File: config.mk
export PLATFORM = sky130hd
export DESIGN_NAME = temp_sensor_calibrate_average_core
export DESIGN_NICKNAME = d
export VERILOG_FILES = /design/src/design/tsca_pkg.sv /design/src/design/tsca_ram.sv /design/src/design/tsca_div.sv /design/src/design/temp_sensor_calibrate_average_core.sv
export VERILOG_INCLUDE_DIRS = /design/src /design/src/design
export SDC_FILE = /design/constraint.sdc
export NUM_CORES = 1
export LEC_CHECK = 0
export BUFFER_PORTS_ARGS = -buffer_cell sky130_fd_sc_hd__buf_2
export CAP_MARGIN = 10
export CORE_MARGIN = 10
export CORE_UTILIZATION = 45
export CTS_CLUSTER_DIAMETER = 40
export DETAILED_ROUTE_END_ITERATION = 7
export PLACE_DENSITY_LB_ADDON = 0.1
export SLEW_MARGIN = 20
export SYNTH_ARGS = -nofsm -noshare
export SYNTH_HDL_FRONTEND = slang
export SYNTH_SLANG_ARGS = --single-unit
File: constraint.sdc
create_clock -name clk_i -period 11.19 [get_ports clk_i]
set_input_delay 2.238 -clock clk_i [delete_from_list [all_inputs] [get_ports clk_i]]
set_output_delay 2.238 -clock clk_i [all_outputs]
set_load 0.01 [all_outputs]
File: src/design/temp_sensor_calibrate_average_core_macros.svh
// Assertion macros shared by the temperature calibrate/average core.
// Expects clk_i and rst_ni in the scope that uses them; no other dependencies.
`ifndef TEMP_SENSOR_CALIBRATE_AVERAGE_CORE_MACROS_SVH
`define TEMP_SENSOR_CALIBRATE_AVERAGE_CORE_MACROS_SVH

// property must hold at every clock edge out of reset
`define TSCA_ASSERT(lbl, prop, msg) \
  lbl: assert property (@(posedge clk_i) disable iff (!rst_ni) (prop)) else $error(msg);

// expression must never be true out of reset
`define TSCA_ASSERT_NEVER(lbl, expr, msg) \
  `TSCA_ASSERT(lbl, !(expr), msg)

`endif

File: src/design/tsca_pkg.sv
// Shared constants, widths, sequencer states and divider status type for the
// temperature calibrate/average core. No dependencies.
package tsca_pkg;

  localparam int WINDOW_LEN  = 36;
  localparam int SAMPLE_BITS = 12;

  // result field widths (fixed by the output format)
  localparam int SAMP_W = 13;
  localparam int FAHR_W = 14;

  localparam int POS_W  = $clog2(WINDOW_LEN);
  localparam int SUM_W  = SAMP_W + $clog2(WINDOW_LEN);
  localparam int DIFF_W = SAMPLE_BITS + 1;
  localparam int F9_W   = SAMP_W + 4;

  // shared divider: numerator covers 2*|raw-cal30|*880+den and 2*|sum|+len
  localparam int NUM_W = (SAMPLE_BITS + 11 > SUM_W + 2) ? SAMPLE_BITS + 11 : SUM_W + 2;
  localparam int DVS_W = (SAMPLE_BITS + 1 > $clog2(2 * WINDOW_LEN + 1)) ?
                         SAMPLE_BITS + 1 : $clog2(2 * WINDOW_LEN + 1);
  localparam int CNT_W  = $clog2(NUM_W + 1);
  localparam int WIDE_W = NUM_W + 2;

  // stream data widths, rounded up to whole bytes
  localparam int S_TDATA_W = ((SAMPLE_BITS + 7) / 8) * 8;
  localparam int M_TDATA_W = ((2 * SAMP_W + FAHR_W + 7) / 8) * 8;

  // fixed-point constants, sixteenths of a degree
  localparam int CAL_SPAN_16    = 880;   // 55 C
  localparam int CAL_OFFSET_16  = 480;   // 30 C
  localparam int FAHR_NUM       = 9;
  localparam int FAHR_DEN       = 5;
  localparam int FAHR_OFFSET_16 = 512;   // 32 F

  localparam int SAMP_MIN = -(2 ** (SAMP_W - 1));
  localparam int SAMP_MAX = (2 ** (SAMP_W - 1)) - 1;
  localparam int FAHR_MIN = -(2 ** (FAHR_W - 1));
  localparam int FAHR_MAX = (2 ** (FAHR_W - 1)) - 1;

  // configuration register indexes
  localparam int CFG_IDX_W = 2;
  localparam logic [CFG_IDX_W-1:0] CFG_CAL_30C = 2'd0;
  localparam logic [CFG_IDX_W-1:0] CFG_CAL_85C = 2'd1;

  typedef enum logic [3:0] {
    ST_IDLE,
    ST_SAMP_START,
    ST_SAMP_WAIT,
    ST_UPDATE,
    ST_AVG_START,
    ST_AVG_WAIT,
    ST_FAHR_START,
    ST_FAHR_WAIT,
    ST_EMIT
  } seq_state_e;

  typedef struct packed {
    logic busy;
    logic done;
  } div_stat_t;

endpackage

File: src/design/tsca_ram.sv
// Generic single-write, single-read RAM with registered read data.
// No dependencies.
module tsca_ram #(
  parameter int WIDTH = 8,
  parameter int DEPTH = 16
) (
  input  logic                     clk_i,
  input  logic                     we_i,
  input  logic [$clog2(DEPTH)-1:0] waddr_i,
  input  logic [WIDTH-1:0]         wdata_i,
  input  logic [$clog2(DEPTH)-1:0] raddr_i,
  output logic [WIDTH-1:0]         rdata_o
);

  logic [WIDTH-1:0] mem_q [DEPTH];
  logic [WIDTH-1:0] rdata_q;

  always_ff @(posedge clk_i) begin
    if (we_i) begin
      mem_q[waddr_i] <= wdata_i;
    end
    rdata_q <= mem_q[raddr_i];
  end

  assign rdata_o = rdata_q;

endmodule

File: src/design/tsca_div.sv
// Restoring radix-2 unsigned divider, one quotient bit per cycle.
// Depends on tsca_pkg for widths and the status struct.
module tsca_div (
  input  logic                        clk_i,
  input  logic                        rst_ni,
  input  logic                        start_i,
  input  logic [tsca_pkg::NUM_W-1:0]  num_i,
  input  logic [tsca_pkg::DVS_W-1:0]  dvs_i,
  output tsca_pkg::div_stat_t         stat_o,
  output logic [tsca_pkg::NUM_W-1:0]  quo_o
);

  logic                       busy_q, busy_d;
  logic                       done_q, done_d;
  logic [tsca_pkg::CNT_W-1:0] cnt_q, cnt_d;
  logic [tsca_pkg::DVS_W-1:0] rem_q, rem_d;
  logic [tsca_pkg::DVS_W-1:0] dvs_q, dvs_d;
  logic [tsca_pkg::NUM_W-1:0] quo_q, quo_d;
  logic [tsca_pkg::DVS_W:0]   shifted;
  logic [tsca_pkg::DVS_W:0]   trial;
  logic                       fits;
  logic                       last;

  assign shifted = {rem_q, quo_q[tsca_pkg::NUM_W-1]};
  assign trial   = shifted - {1'b0, dvs_q};
  assign fits    = ~trial[tsca_pkg::DVS_W];
  assign last    = (cnt_q == tsca_pkg::CNT_W'(tsca_pkg::NUM_W - 1));

  always_comb begin
    busy_d = busy_q;
    cnt_d  = cnt_q;
    done_d = busy_q & last;
    rem_d  = rem_q;
    quo_d  = quo_q;
    dvs_d  = dvs_q;
    if (start_i) begin
      busy_d = 1'b1;
      cnt_d  = '0;
      rem_d  = '0;
      quo_d  = num_i;
      dvs_d  = dvs_i;
    end else if (busy_q) begin
      cnt_d = cnt_q + 1'b1;
      if (last) begin
        busy_d = 1'b0;
      end
      rem_d = fits ? trial[tsca_pkg::DVS_W-1:0] : shifted[tsca_pkg::DVS_W-1:0];
      quo_d = {quo_q[tsca_pkg::NUM_W-2:0], fits};
    end
  end

  always_ff @(posedge clk_i or negedge rst_ni) begin
    if (!rst_ni) begin
      busy_q <= 1'b0;
      done_q <= 1'b0;
      cnt_q  <= '0;
    end else begin
      busy_q <= busy_d;
      done_q <= done_d;
      cnt_q  <= cnt_d;
    end
  end

  always_ff @(posedge clk_i) begin
    rem_q <= rem_d;
    quo_q <= quo_d;
    dvs_q <= dvs_d;
  end

  assign stat_o.busy = busy_q;
  assign stat_o.done = done_q;
  assign quo_o       = quo_q;

endmodule

File: src/design/temp_sensor_calibrate_average_core.sv
// Top level: two-point sensor calibration, 36-entry moving average, Fahrenheit.
// Depends on tsca_pkg, tsca_ram, tsca_div and the assertion macro header.
//
//  channel   | direction | signals                          | payload
//  ----------+-----------+----------------------------------+------------------------------
//  s_axis    | in        | tvalid tready tdata[15:0]        | raw_sample
//  m_axis    | out       | tvalid tready tdata[39:0] tuser  | three temperatures, error flag
//  cfg       | in        | cfg_valid/ready, addr, data      | calibration register write
//
// A request runs the shared 23-step divider three times, twice when the calibration is bad.
// The result sits in an output register, so the next request is accepted while it waits.
// rst_ni clears the window (through a wrap flag), the sum and the pointer, and returns the
// calibration words to 0 and 4095.
// A stalled m_axis holds the sequencer in its final state until the register frees up.
`include "temp_sensor_calibrate_average_core_macros.svh"

module temp_sensor_calibrate_average_core (
  input  logic                               clk_i,
  input  logic                               rst_ni,
  // raw_sample [11:0], zero above
  input  logic [tsca_pkg::S_TDATA_W-1:0]     s_axis_tdata,
  input  logic                               s_axis_tvalid,
  output logic                               s_axis_tready,
  // sample_celsius [12:0], average_celsius [25:13], average_fahrenheit [39:26]
  output logic [tsca_pkg::M_TDATA_W-1:0]     m_axis_tdata,
  // calibration_error [0]
  output logic                               m_axis_tuser,
  output logic                               m_axis_tvalid,
  input  logic                               m_axis_tready,
  input  logic                               cfg_valid_i,
  output logic                               cfg_ready_o,
  input  logic [tsca_pkg::CFG_IDX_W-1:0]     cfg_addr_i,
  input  logic [tsca_pkg::SAMPLE_BITS-1:0]   cfg_data_i
);

  tsca_pkg::seq_state_e state_q, state_d;

  logic [tsca_pkg::SAMPLE_BITS-1:0]  cal30_q, cal85_q;
  logic [tsca_pkg::POS_W-1:0]        pos_q;
  logic                              wrapped_q;
  logic signed [tsca_pkg::SUM_W-1:0] sum_q, sum_d;

  logic signed [tsca_pkg::DIFF_W-1:0] diff_q;
  logic                               err_q;
  logic                               neg_q;
  logic signed [tsca_pkg::SAMP_W-1:0] samp_q, avg_q;
  logic signed [tsca_pkg::FAHR_W-1:0] fahr_q;

  logic                               out_valid_q;
  logic signed [tsca_pkg::SAMP_W-1:0] out_samp_q, out_avg_q;
  logic signed [tsca_pkg::FAHR_W-1:0] out_fahr_q;
  logic                               out_err_q;

  logic in_req;
  logic out_load;
  logic ram_we;
  logic div_start;
  logic div_wait;
  logic [tsca_pkg::NUM_W-1:0] div_num;
  logic [tsca_pkg::DVS_W-1:0] div_dvs;
  logic [tsca_pkg::NUM_W-1:0] div_quo;
  tsca_pkg::div_stat_t        div_stat;
  logic [tsca_pkg::SAMP_W-1:0] ram_rdata;

  logic signed [tsca_pkg::DIFF_W-1:0] diff_in;
  logic signed [tsca_pkg::DIFF_W-1:0] den_s;
  logic [tsca_pkg::DIFF_W-1:0]        den_u;
  logic [tsca_pkg::DIFF_W-1:0]        diff_mag;
  logic                               cal_bad;
  logic [tsca_pkg::NUM_W-1:0]         samp_prod;
  logic [tsca_pkg::NUM_W-1:0]         samp_num;
  logic [tsca_pkg::DVS_W-1:0]         samp_dvs;
  logic [tsca_pkg::SUM_W-1:0]         sum_mag;
  logic [tsca_pkg::NUM_W-1:0]         avg_num;
  logic signed [tsca_pkg::F9_W-1:0]   avg9;
  logic [tsca_pkg::F9_W-1:0]          avg9_mag;
  logic [tsca_pkg::NUM_W-1:0]         fahr_num;
  logic signed [tsca_pkg::SAMP_W-1:0] old_val;

  logic signed [tsca_pkg::WIDE_W-1:0] q_ext, q_signed, samp_wide, fahr_wide;
  logic signed [tsca_pkg::FAHR_W-1:0] samp_sat, avg_sat, fahr_sat;

  function automatic logic signed [tsca_pkg::FAHR_W-1:0] sat(
    input logic signed [tsca_pkg::WIDE_W-1:0] v,
    input int lo,
    input int hi
  );
    logic signed [tsca_pkg::FAHR_W-1:0] r;
    if (v < tsca_pkg::WIDE_W'(lo)) begin
      r = tsca_pkg::FAHR_W'(lo);
    end else if (v > tsca_pkg::WIDE_W'(hi)) begin
      r = tsca_pkg::FAHR_W'(hi);
    end else begin
      r = tsca_pkg::FAHR_W'(v);
    end
    return r;
  endfunction

  assign in_req      = s_axis_tvalid & s_axis_tready;
  assign cfg_ready_o = 1'b1;

  // ---- arithmetic around the divider ----
  assign diff_in = $signed({1'b0, s_axis_tdata[tsca_pkg::SAMPLE_BITS-1:0]})
                 - $signed({1'b0, cal30_q});
  assign den_s   = $signed({1'b0, cal85_q}) - $signed({1'b0, cal30_q});
  assign den_u   = unsigned'(den_s);
  assign cal_bad = den_s[tsca_pkg::DIFF_W-1] | (den_s == '0);

  assign diff_mag  = diff_q[tsca_pkg::DIFF_W-1] ? unsigned'(-diff_q) : unsigned'(diff_q);
  assign samp_prod = tsca_pkg::NUM_W'(diff_mag) * tsca_pkg::NUM_W'(tsca_pkg::CAL_SPAN_16);
  // round to nearest: (2*mag*880 + den) / (2*den)
  assign samp_num  = {samp_prod[tsca_pkg::NUM_W-2:0], 1'b0} + tsca_pkg::NUM_W'(den_u);
  assign samp_dvs  = tsca_pkg::DVS_W'({den_u, 1'b0});

  assign sum_mag = sum_q[tsca_pkg::SUM_W-1] ? unsigned'(-sum_q) : unsigned'(sum_q);
  assign avg_num = (tsca_pkg::NUM_W'(sum_mag) << 1) + tsca_pkg::NUM_W'(tsca_pkg::WINDOW_LEN);

  assign avg9     = tsca_pkg::F9_W'(avg_q) * tsca_pkg::F9_W'(tsca_pkg::FAHR_NUM);
  assign avg9_mag = avg9[tsca_pkg::F9_W-1] ? unsigned'(-avg9) : unsigned'(avg9);
  assign fahr_num = (tsca_pkg::NUM_W'(avg9_mag) << 1) + tsca_pkg::NUM_W'(tsca_pkg::FAHR_DEN);

  assign q_ext     = $signed({2'b00, div_quo});
  assign q_signed  = neg_q ? -q_ext : q_ext;
  assign samp_wide = q_signed + tsca_pkg::WIDE_W'(tsca_pkg::CAL_OFFSET_16);
  assign fahr_wide = q_signed + tsca_pkg::WIDE_W'(tsca_pkg::FAHR_OFFSET_16);
  assign samp_sat  = sat(samp_wide, tsca_pkg::SAMP_MIN, tsca_pkg::SAMP_MAX);
  assign avg_sat   = sat(q_signed, tsca_pkg::SAMP_MIN, tsca_pkg::SAMP_MAX);
  assign fahr_sat  = sat(fahr_wide, tsca_pkg::FAHR_MIN, tsca_pkg::FAHR_MAX);

  // ring slot not yet written on the first pass reads as zero
  assign old_val = wrapped_q ? $signed(ram_rdata) : '0;
  assign sum_d   = sum_q - tsca_pkg::SUM_W'(old_val) + tsca_pkg::SUM_W'(samp_q);

  assign div_wait = (state_q == tsca_pkg::ST_SAMP_WAIT) || (state_q == tsca_pkg::ST_AVG_WAIT) ||
                    (state_q == tsca_pkg::ST_FAHR_WAIT);

  // ---- sequencer: next state ----
  always_comb begin
    state_d = state_q;
    case (state_q)
      tsca_pkg::ST_IDLE: begin
        if (in_req) state_d = tsca_pkg::ST_SAMP_START;
      end
      tsca_pkg::ST_SAMP_START: begin
        state_d = err_q ? tsca_pkg::ST_UPDATE : tsca_pkg::ST_SAMP_WAIT;
      end
      tsca_pkg::ST_SAMP_WAIT: begin
        if (div_stat.done) state_d = tsca_pkg::ST_UPDATE;
      end
      tsca_pkg::ST_UPDATE:     state_d = tsca_pkg::ST_AVG_START;
      tsca_pkg::ST_AVG_START:  state_d = tsca_pkg::ST_AVG_WAIT;
      tsca_pkg::ST_AVG_WAIT: begin
        if (div_stat.done) state_d = tsca_pkg::ST_FAHR_START;
      end
      tsca_pkg::ST_FAHR_START: state_d = tsca_pkg::ST_FAHR_WAIT;
      tsca_pkg::ST_FAHR_WAIT: begin
        if (div_stat.done) state_d = tsca_pkg::ST_EMIT;
      end
      tsca_pkg::ST_EMIT: begin
        if (out_load) state_d = tsca_pkg::ST_IDLE;
      end
      default: state_d = tsca_pkg::ST_IDLE;
    endcase
  end

  // ---- sequencer: outputs ----
  always_comb begin
    s_axis_tready = 1'b0;
    div_start     = 1'b0;
    div_num       = samp_num;
    div_dvs       = samp_dvs;
    ram_we        = 1'b0;
    out_load      = 1'b0;
    case (state_q)
      tsca_pkg::ST_IDLE:       s_axis_tready = 1'b1;
      tsca_pkg::ST_SAMP_START: div_start = ~err_q;
      tsca_pkg::ST_UPDATE:     ram_we = 1'b1;
      tsca_pkg::ST_AVG_START: begin
        div_start = 1'b1;
        div_num   = avg_num;
        div_dvs   = tsca_pkg::DVS_W'(2 * tsca_pkg::WINDOW_LEN);
      end
      tsca_pkg::ST_FAHR_START: begin
        div_start = 1'b1;
        div_num   = fahr_num;
        div_dvs   = tsca_pkg::DVS_W'(2 * tsca_pkg::FAHR_DEN);
      end
      tsca_pkg::ST_EMIT:       out_load = ~out_valid_q | m_axis_tready;
      default: ;
    endcase
  end

  // ---- control state ----
  always_ff @(posedge clk_i or negedge rst_ni) begin
    if (!rst_ni) begin
      state_q     <= tsca_pkg::ST_IDLE;
      cal30_q     <= '0;
      cal85_q     <= '1;
      pos_q       <= '0;
      wrapped_q   <= 1'b0;
      sum_q       <= '0;
      out_valid_q <= 1'b0;
    end else begin
      state_q <= state_d;
      if (cfg_valid_i) begin
        case (cfg_addr_i)
          tsca_pkg::CFG_CAL_30C: cal30_q <= cfg_data_i;
          tsca_pkg::CFG_CAL_85C: cal85_q <= cfg_data_i;
          default: ;
        endcase
      end
      if (ram_we) begin
        sum_q <= sum_d;
        if (pos_q == tsca_pkg::POS_W'(tsca_pkg::WINDOW_LEN - 1)) begin
          pos_q     <= '0;
          wrapped_q <= 1'b1;
        end else begin
          pos_q <= pos_q + 1'b1;
        end
      end
      if (out_load) begin
        out_valid_q <= 1'b1;
      end else if (m_axis_tready) begin
        out_valid_q <= 1'b0;
      end
    end
  end

  // ---- payload ----
  always_ff @(posedge clk_i) begin
    if (in_req) begin
      diff_q <= diff_in;
      err_q  <= cal_bad;
    end
    case (state_q)
      tsca_pkg::ST_SAMP_START: begin
        neg_q <= diff_q[tsca_pkg::DIFF_W-1];
        if (err_q) samp_q <= '0;
      end
      tsca_pkg::ST_SAMP_WAIT: begin
        if (div_stat.done) samp_q <= tsca_pkg::SAMP_W'(samp_sat);
      end
      tsca_pkg::ST_AVG_START:  neg_q <= sum_q[tsca_pkg::SUM_W-1];
      tsca_pkg::ST_AVG_WAIT: begin
        if (div_stat.done) avg_q <= tsca_pkg::SAMP_W'(avg_sat);
      end
      tsca_pkg::ST_FAHR_START: neg_q <= avg9[tsca_pkg::F9_W-1];
      tsca_pkg::ST_FAHR_WAIT: begin
        if (div_stat.done) fahr_q <= fahr_sat;
      end
      default: ;
    endcase
    if (out_load) begin
      out_samp_q <= samp_q;
      out_avg_q  <= avg_q;
      out_fahr_q <= fahr_q;
      out_err_q  <= err_q;
    end
  end

  assign m_axis_tvalid = out_valid_q;
  assign m_axis_tdata  = tsca_pkg::M_TDATA_W'({out_fahr_q, out_avg_q, out_samp_q});
  assign m_axis_tuser  = out_err_q;

  tsca_ram #(
    .WIDTH (tsca_pkg::SAMP_W),
    .DEPTH (tsca_pkg::WINDOW_LEN)
  ) u_ram (
    .clk_i   (clk_i),
    .we_i    (ram_we),
    .waddr_i (pos_q),
    .wdata_i (samp_q),
    .raddr_i (pos_q),
    .rdata_o (ram_rdata)
  );

  tsca_div u_div (
    .clk_i   (clk_i),
    .rst_ni  (rst_ni),
    .start_i (div_start),
    .num_i   (div_num),
    .dvs_i   (div_dvs),
    .stat_o  (div_stat),
    .quo_o   (div_quo)
  );

  `TSCA_ASSERT(a_pos_range, pos_q <= tsca_pkg::POS_W'(tsca_pkg::WINDOW_LEN - 1), "bad pointer")
  `TSCA_ASSERT(a_start_idle, div_start |-> !div_stat.busy, "divider restarted while busy")
  `TSCA_ASSERT(a_done_wait, div_stat.done |-> div_wait, "divider result not awaited")
  `TSCA_ASSERT_NEVER(a_wrap_sticky, $fell(wrapped_q), "wrap flag cleared outside reset")

endmodule
Yosys cells after proc, flatten, opt, wreduce, memory -nomap -nowiden
Memories as Yosys holds them, arrays and structs flattened. A register that Yosys moved wholly into a read port is not among the register bits.
Index checks and enable logic that the tools add are counted.
{"block": "totals", "in_bits": 35, "latch_bits": 0, "output_inout_bits": 44, "ram_bits": 468, "memories": 1, "romBits": 0, "register_bits": 207, "word_cells": 126}
{"name": "u_ram.mem_q", "depth": 36, "word_bits": 13, "read_ports": 1, "rd_clocked_by_memory_dff": 1, "write_ports": 1, "line": "tsca_ram.sv:15", "source": "logic [WIDTH-1:0] mem_q [DEPTH];"}
{"block": "classes", "shift": 0, "n_mux": 39, "bitwise": 7, "reduce_logical": 15, "n_eq_ne": 17, "n_lt_le_gt_ge": 6, "mul": 2, "n_div": 0, "add_sub_neg": 16}
{"cell": "$mux W13", "n": 8}
{"cell": "$pmux W13 S2", "n": 2}
{"cell": "$gt A25 B13 Y1 const B", "n": 2}
{"cell": "$lt A25 B13 Y1 const B", "n": 2}
{"cell": "$mux W23", "n": 2}
{"cell": "$pmux W23 S2", "n": 1}
{"cell": "$pmux W4 S9", "n": 1}
{"cell": "$sub A12 B12 Y13", "n": 2}
{"cell": "$add A25 B10 Y25 const B", "n": 1}
{"cell": "$add A25 B11 Y25 const B", "n": 1}
{"cell": "$gt A25 B14 Y1 const B", "n": 1}
{"cell": "$lt A25 B14 Y1 const B", "n": 1}
{"cell": "$mux W25", "n": 1}
{"cell": "$neg A23 Y25", "n": 1}
{"cell": "$add A23 B13 Y23", "n": 1}
{"cell": "$add A20 B6 Y21 const B", "n": 1}
{"cell": "$mux W4", "n": 5}
{"cell": "$add A18 B3 Y19 const B", "n": 1}
{"cell": "$add A19 B13 Y19", "n": 1}
{"cell": "$mux W19", "n": 1}
{"cell": "$neg A19 Y19", "n": 1}
{"cell": "$sub A19 B13 Y19", "n": 1}
{"cell": "$mul A13 B6 Y18 const B", "n": 1}
{"cell": "$mul A13 B5 Y17 const B", "n": 1}
{"cell": "other kinds (33)", "n": 62}

Longest topological paths before layout
{"block": "logic_depth", "word_depth": 8, "mapped_depth": 24, "mapped_depth_nobuf": 24}

Modules after synthesis
From an unflattened synthesis, not the netlist that was laid out.
{"block": "hier_totals", "cells_unflattened": 2881, "area_unflattened_um2": 36476.2}
{"mod": "tsca_ram", "n_inst": 1, "seq_area_each_um2": 14313.7, "area_per_inst_um2": 18765.5, "cells_each": 988}
{"mod": "temp_sensor_calibrate_average_core", "n_inst": 1, "seq_area_each_um2": 4274.1, "area_per_inst_um2": 14637.8, "cells_each": 1643}
{"mod": "tsca_div", "n_inst": 1, "seq_area_each_um2": 1516.5, "area_per_inst_um2": 3072.9, "cells_each": 250}

Worst setup path after synthesis
No wires, ideal clock.
{"block": "synth_timing", "kind": "register to register", "start": "reg diff_q[0] (netlist name)", "end": "reg u_div.quo_q, in the netlist u_div.quo_o[21] (data pin)", "setup_ns": 0.269, "synth_period_minus_slack_ns": 6.126, "stages_incl_launch_ff": 22, "path_buffers": 0, "arrival_ns": 5.857, "setup_slack_ns": 5.064, "cell_sequence": "edfxtp_1 > or3_1 > or3b_2 > o31ai_1 > xnor2_1 > ha_1 > inv_1 > xnor2_1 > fa_1 > inv_1 > fa_1 > inv_1 > ha_1 > nor4_1 > a21boi_0 > o311ai_0 > or4_1 > o31ai_1 > mux2_2 > nand4_1 > xor2_1 > o21ai_0"}
{"block": "synth_between", "elab_chain_cells": 6}
{"item": "from (decl)", "line": "temp_sensor_calibrate_average_core.sv:43", "source": "logic signed [tsca_pkg::DIFF_W-1:0] diff_q;"}
{"item": "from (signal assigned)", "line": "temp_sensor_calibrate_average_core.sv:232", "source": "diff_q <= diff_in;"}
{"item": "$neg A13 Y13", "line": "temp_sensor_calibrate_average_core.sv:109", "source": "assign diff_mag = diff_q[tsca_pkg::DIFF_W-1] ? unsigned'(-diff_q) : unsigned'(diff_q);"}
{"item": "$mux W13 (*)", "line": "temp_sensor_calibrate_average_core.sv:109"}
{"item": "$mul A13 B6 Y18 (*)", "line": "temp_sensor_calibrate_average_core.sv:110", "source": "assign samp_prod = tsca_pkg::NUM_W'(diff_mag) * tsca_pkg::NUM_W'(tsca_pkg::CAL_SPAN_16);"}
{"item": "$add A23 B13 Y23 (*)", "line": "temp_sensor_calibrate_average_core.sv:112", "source": "assign samp_num = {samp_prod[tsca_pkg::NUM_W-2:0], 1'b0} + tsca_pkg::NUM_W'(den_u);"}
{"item": "$pmux W23 S2 (*)", "line": "temp_sensor_calibrate_average_core.sv:174", "source": "case (state_q)"}
{"item": "$mux W23 (*)", "line": "tsca_div.sv:36", "source": "if (start_i) begin"}
{"item": "via u_div.quo_d, one bit", "line": "tsca_div.sv:18", "source": "logic [tsca_pkg::NUM_W-1:0] quo_q, quo_d;"}
{"item": "to (signal assigned)", "line": "tsca_div.sv:66", "source": "quo_q <= quo_d;"}
{"item": "to (decl)", "line": "tsca_div.sv:18"}
Mark *: on every way through the listed nets, which the timed path passes. The rest lies on a longest branch.
A chain may end at the register's enable or synchronous reset.

Worst setup path after layout
Ends and elaborated chain as after synthesis.

==> summary.txt <==
Global routing
  – GRT overflow: 0
  – Number of global-route vias before repair: around 24000
  – First-pass GRT wire length: ~140 mm
  – Global Route Usage Sum: just over 20%
  – Largest net degree at the start of global routing: 63
  – Initial antenna violation count: 1

Layout
  – Area grow syn2layout: 14.53%
  – Register area: approximately 20000 um2
  – ANT cells: 0
  – Post-layout util: 51.88%
  – Layout fillers: ~6600
  – Layout Nets: between 3000 and 4000
  – Multi-input logic area: 13720 um2
  – Share of layout cells above drive strength 1: 13.82%

Worst hold path
  – Hold Path Class: reg2reg

Clock tree
  – Maximum root-to-sink buffer count: 3
  – Reg clk slew, reported paths: approximately 0.050 ns
  – CTS root buffer: clkbuf_16
  – Hold buffers post-CTS: 0
  – Clk sinks: 687
  – Setup Fix Bufs, Post-CTS: 0
  – CTS resizes: 0
  – Htree depth: 3
  – CTS tree: done
  – Later-pin clock latency in the skew report: 0.68 ns
  – Num CTS Buffers: 95

Die
  – Total I/O pin count: 79
  – Die H: about 300 um
  – Core Footprint: between 70000 and 80000 um2
  – Die ar.: around 89000 um2
  – Starting Density: 45.30%
  – Row count: 102
  – DIE WIDTH: about 300 um

Logic synthesis
  – Primary FF master, synth: edfxtp_1
  – Synthesized instance count: roughly 2900
  – Seq cells post-synth: 687
  – Unique masters post-synth: 91
  – Mapped Avg Cell Area: 12.22 um2
  – Syn Nets: around 3000
  – Synthesized cell area: between 30000 and 40000 um2
  – Number of synthesis warnings: 0
  – Async SR Flop Fraction: roughly 9.0%
  – Seq/Total Area, Yosys: a little under three fifths
  – Number of synthesized flops with an enable pin: around 600

Route
  – Met1 WL: 38.47 mm
  – DR WL met2: about 46 mm
  – DRT Wirelength: roughly 93 mm
  – Via-to-Cell Ratio: roughly 5.8
  – Met3 Wirelength: 5.055 mm
  – Overall via count from detail_route: around 24000
  – First-pass DRT Iterations: 5
  – Routed Antenna Nets: 0
  – Max layer used: met4
  – DRT iter0 DRCs: 1782
  – Routed WL per cell: about 23 um
  – Residual DRC count: 0

Pwr
  – VDD IR max: 0.4604 mV
  – Pwr/cell area: 348.0 nW/um2
  – Tot Pwr: roughly 0.014 W
  – Static leakage: roughly 14 nW

Timing
  – Fin Setup TNS: 0 ns
  – RSZ-0062 raised after global routing: false
  – Tcrit/Tclk final: 62.47%
  – Post-layout min period: about 7 ns
  – Actual transition at the worst max-transition pin: 1.168 ns
  – Clock Skew: ~0.044 ns
  – Final setup violation count: 0
  – Fmax: between 100 and 150 MHz
  – Slew headroom: between 20% and 30%
  – Hold Fails Final Rpt: 0
  – Max-slew violation count: 0

Critical path
  – CP startpoint kind: flop
  – Req. time, crit path: approximately 12 ns
  – CP arrival: 7.37 ns
  – CP max FO: 6
  – WS Path Type: reg2reg
  – CP endpoint kind: flop

Placement
  – Post-DP HPWL: 61.05 mm
  – Port Buffers: 73
  – Final Wtd Congestion: between 0.8 and 0.9

Status
  – Status: finished clean

Job
  – Max-cap violation count: 0
## synthesized netlist by cell type (10+ instances only)
library cell	count	area share, %
mux2_2	16	0.52
inv_1	205	2.2
o41ai_1	14	0.35
dfstp_2	12	0.90
a21oi_2	10	0.25
a21o_1	21	0.45
nand2_1	141	1.5
clkbuf_1	110	1.2
nand3_1	41	0.59
a21oi_1	114	1.6
o211ai_1	12	0.26
buf_1	18	0.19
edfxtp_1	599	51
nor3_1	47	0.67
or2_2	17	0.30
or4_1	18	0.39
nand4_1	37	0.66
xor2_1	73	1.8
nand3b_1	10	0.21
dfxtp_1	26	1.5
mux2i_1	17	0.49
a22oi_1	133	2.9
dfrtp_1	50	3.6
ha_1	134	4.8
o21ai_0	136	1.9
nor2b_1	23	0.41
nor2_1	186	2.0
o31ai_1	26	0.56
fa_1	47	2.7
a211oi_1	22	0.47
a221oi_1	47	1.2
o21a_1	11	0.24
xnor2_1	129	3.2
nand2b_1	23	0.41
and2_1	28	0.50
or3_1	26	0.47
a31oi_1	42	0.75
nor4_1	20	0.36
nor3b_1	10	0.21
a22o_1	41	1.0
mux4_2	13	0.84
## sequential cells by signal (all words and copies together) (netlist names), 13 cells and up
register       flops
u_ram.rdata_o     13
samp_q            13
out_fahr_q        14
u_ram.mem_q      468
avg_q             13
u_div.quo_o       23
u_div.rem_q       13
sum_q             19
out_samp_q        13
diff_q            13
fahr_q            14
out_avg_q         13
## worst max-delay path: stages, from the launching register on
cell and delay, ns:
edfxtp_1 0.52, or3_1 0.46, or3b_2 0.52, o31ai_1 0.40, xnor2_1 0.25, ha_1 0.30
inv_1 0.12, xnor2_1 0.10, fa_1 0.50, inv_1 0.06, fa_1 0.53, inv_1 0.04
ha_1 0.20, nor4_1 0.67, a21boi_0 0.40, o311ai_0 0.27, or4_1 0.57, o31ai_1 0.10
mux2_2 0.24, nand4_1 0.11, xor2_1 0.22, o21ai_0 0.09
## report_power, final
part	switching, W	total, W	internal (W)
combinational	0.00455	0.00735	0.00280
clock	0.00121	0.00311	0.00190
sequential	0.000277	0.00348	0.00321
total	0.00604	0.0139	0.00791
## cell usage in the layout, fill, tap and decap left out, types with 42 or more instances in the layout
cell type	n
edfxtp_1	599
inv_1	205
nor2_1	171
nand2_1	141
o21ai_0	136
ha_1	134
a22oi_1	133
xnor2_1	128
a21oi_1	113
clkbuf_16	95
xor2_1	73
buf_2	72
buf_4	63
dfrtp_1	50
a221oi_1	47
fa_1	47
a31oi_1	42
## path summary, 6_finish.rpt
kind / from / slack (ns) / to / cells past startpoint
min reg2reg: fahr_q[13] / 0.42 / out_fahr_q[13] / 0
max: diff_q[0] / 4.20 / u_div.quo_o[21] / 21
max in group asynchronous: rst_ni / 8.88 / state_q[3] / 1
min: fahr_q[13] / 0.42 / out_fahr_q[13] / 0
min in group asynchronous: rst_ni / 1.69 / cal30_q[9] / 1
max reg2reg: diff_q[0] / 4.20 / u_div.quo_o[21] / 21
## layout make-up
cell class	count	share of cell area [%]
clock buffer	101	6.016
timing repair buffer	135	2.080
multi-input combinational	1835	34.25
inverter	206	1.930
clock inverter	75	2.358
sequential	687	50.11
tap	1040	3.248
## metrics by stage
step	std cells	cell area, um2	hold slack [ns]	setup slack [ns]
after floorplan	2863	34980	0.4003	5.064
after global placement	3903	36690	0.4179	4.455
after detailed placement	3903	36700	0.4115	4.241
after CTS	4079	40060	0.4232	4.168
after global routing	4079	40060	0.4361	3.756
final	4079	40060	0.4190	4.199
## cell families (layout without fill, tap and decap cells)
logic type	after synthesis	in the layout	synth area share, %
other cells	1	1	0.01072
buf+inv	341	517	3.745
mux	46	46	1.839
flops	687	687	57.39
fa+ha+maj	181	181	7.484
xor+xnor	202	202	5.058
compound gates	733	733	14.66
simple gates	672	672	9.805
## per-layer routing
| layer | GRT usage, % | vias up |
|---|---|---|
| met5 | 0 | - |
| met1 | 25.35 | 11700 |
| met4 | 8.014 | 0 |
| met3 | 3.506 | 179 |
| met2 | 35.41 | 706 |
| li1 | - | 11030 |
No activity file was read; power rests on OpenSTA's default activity.
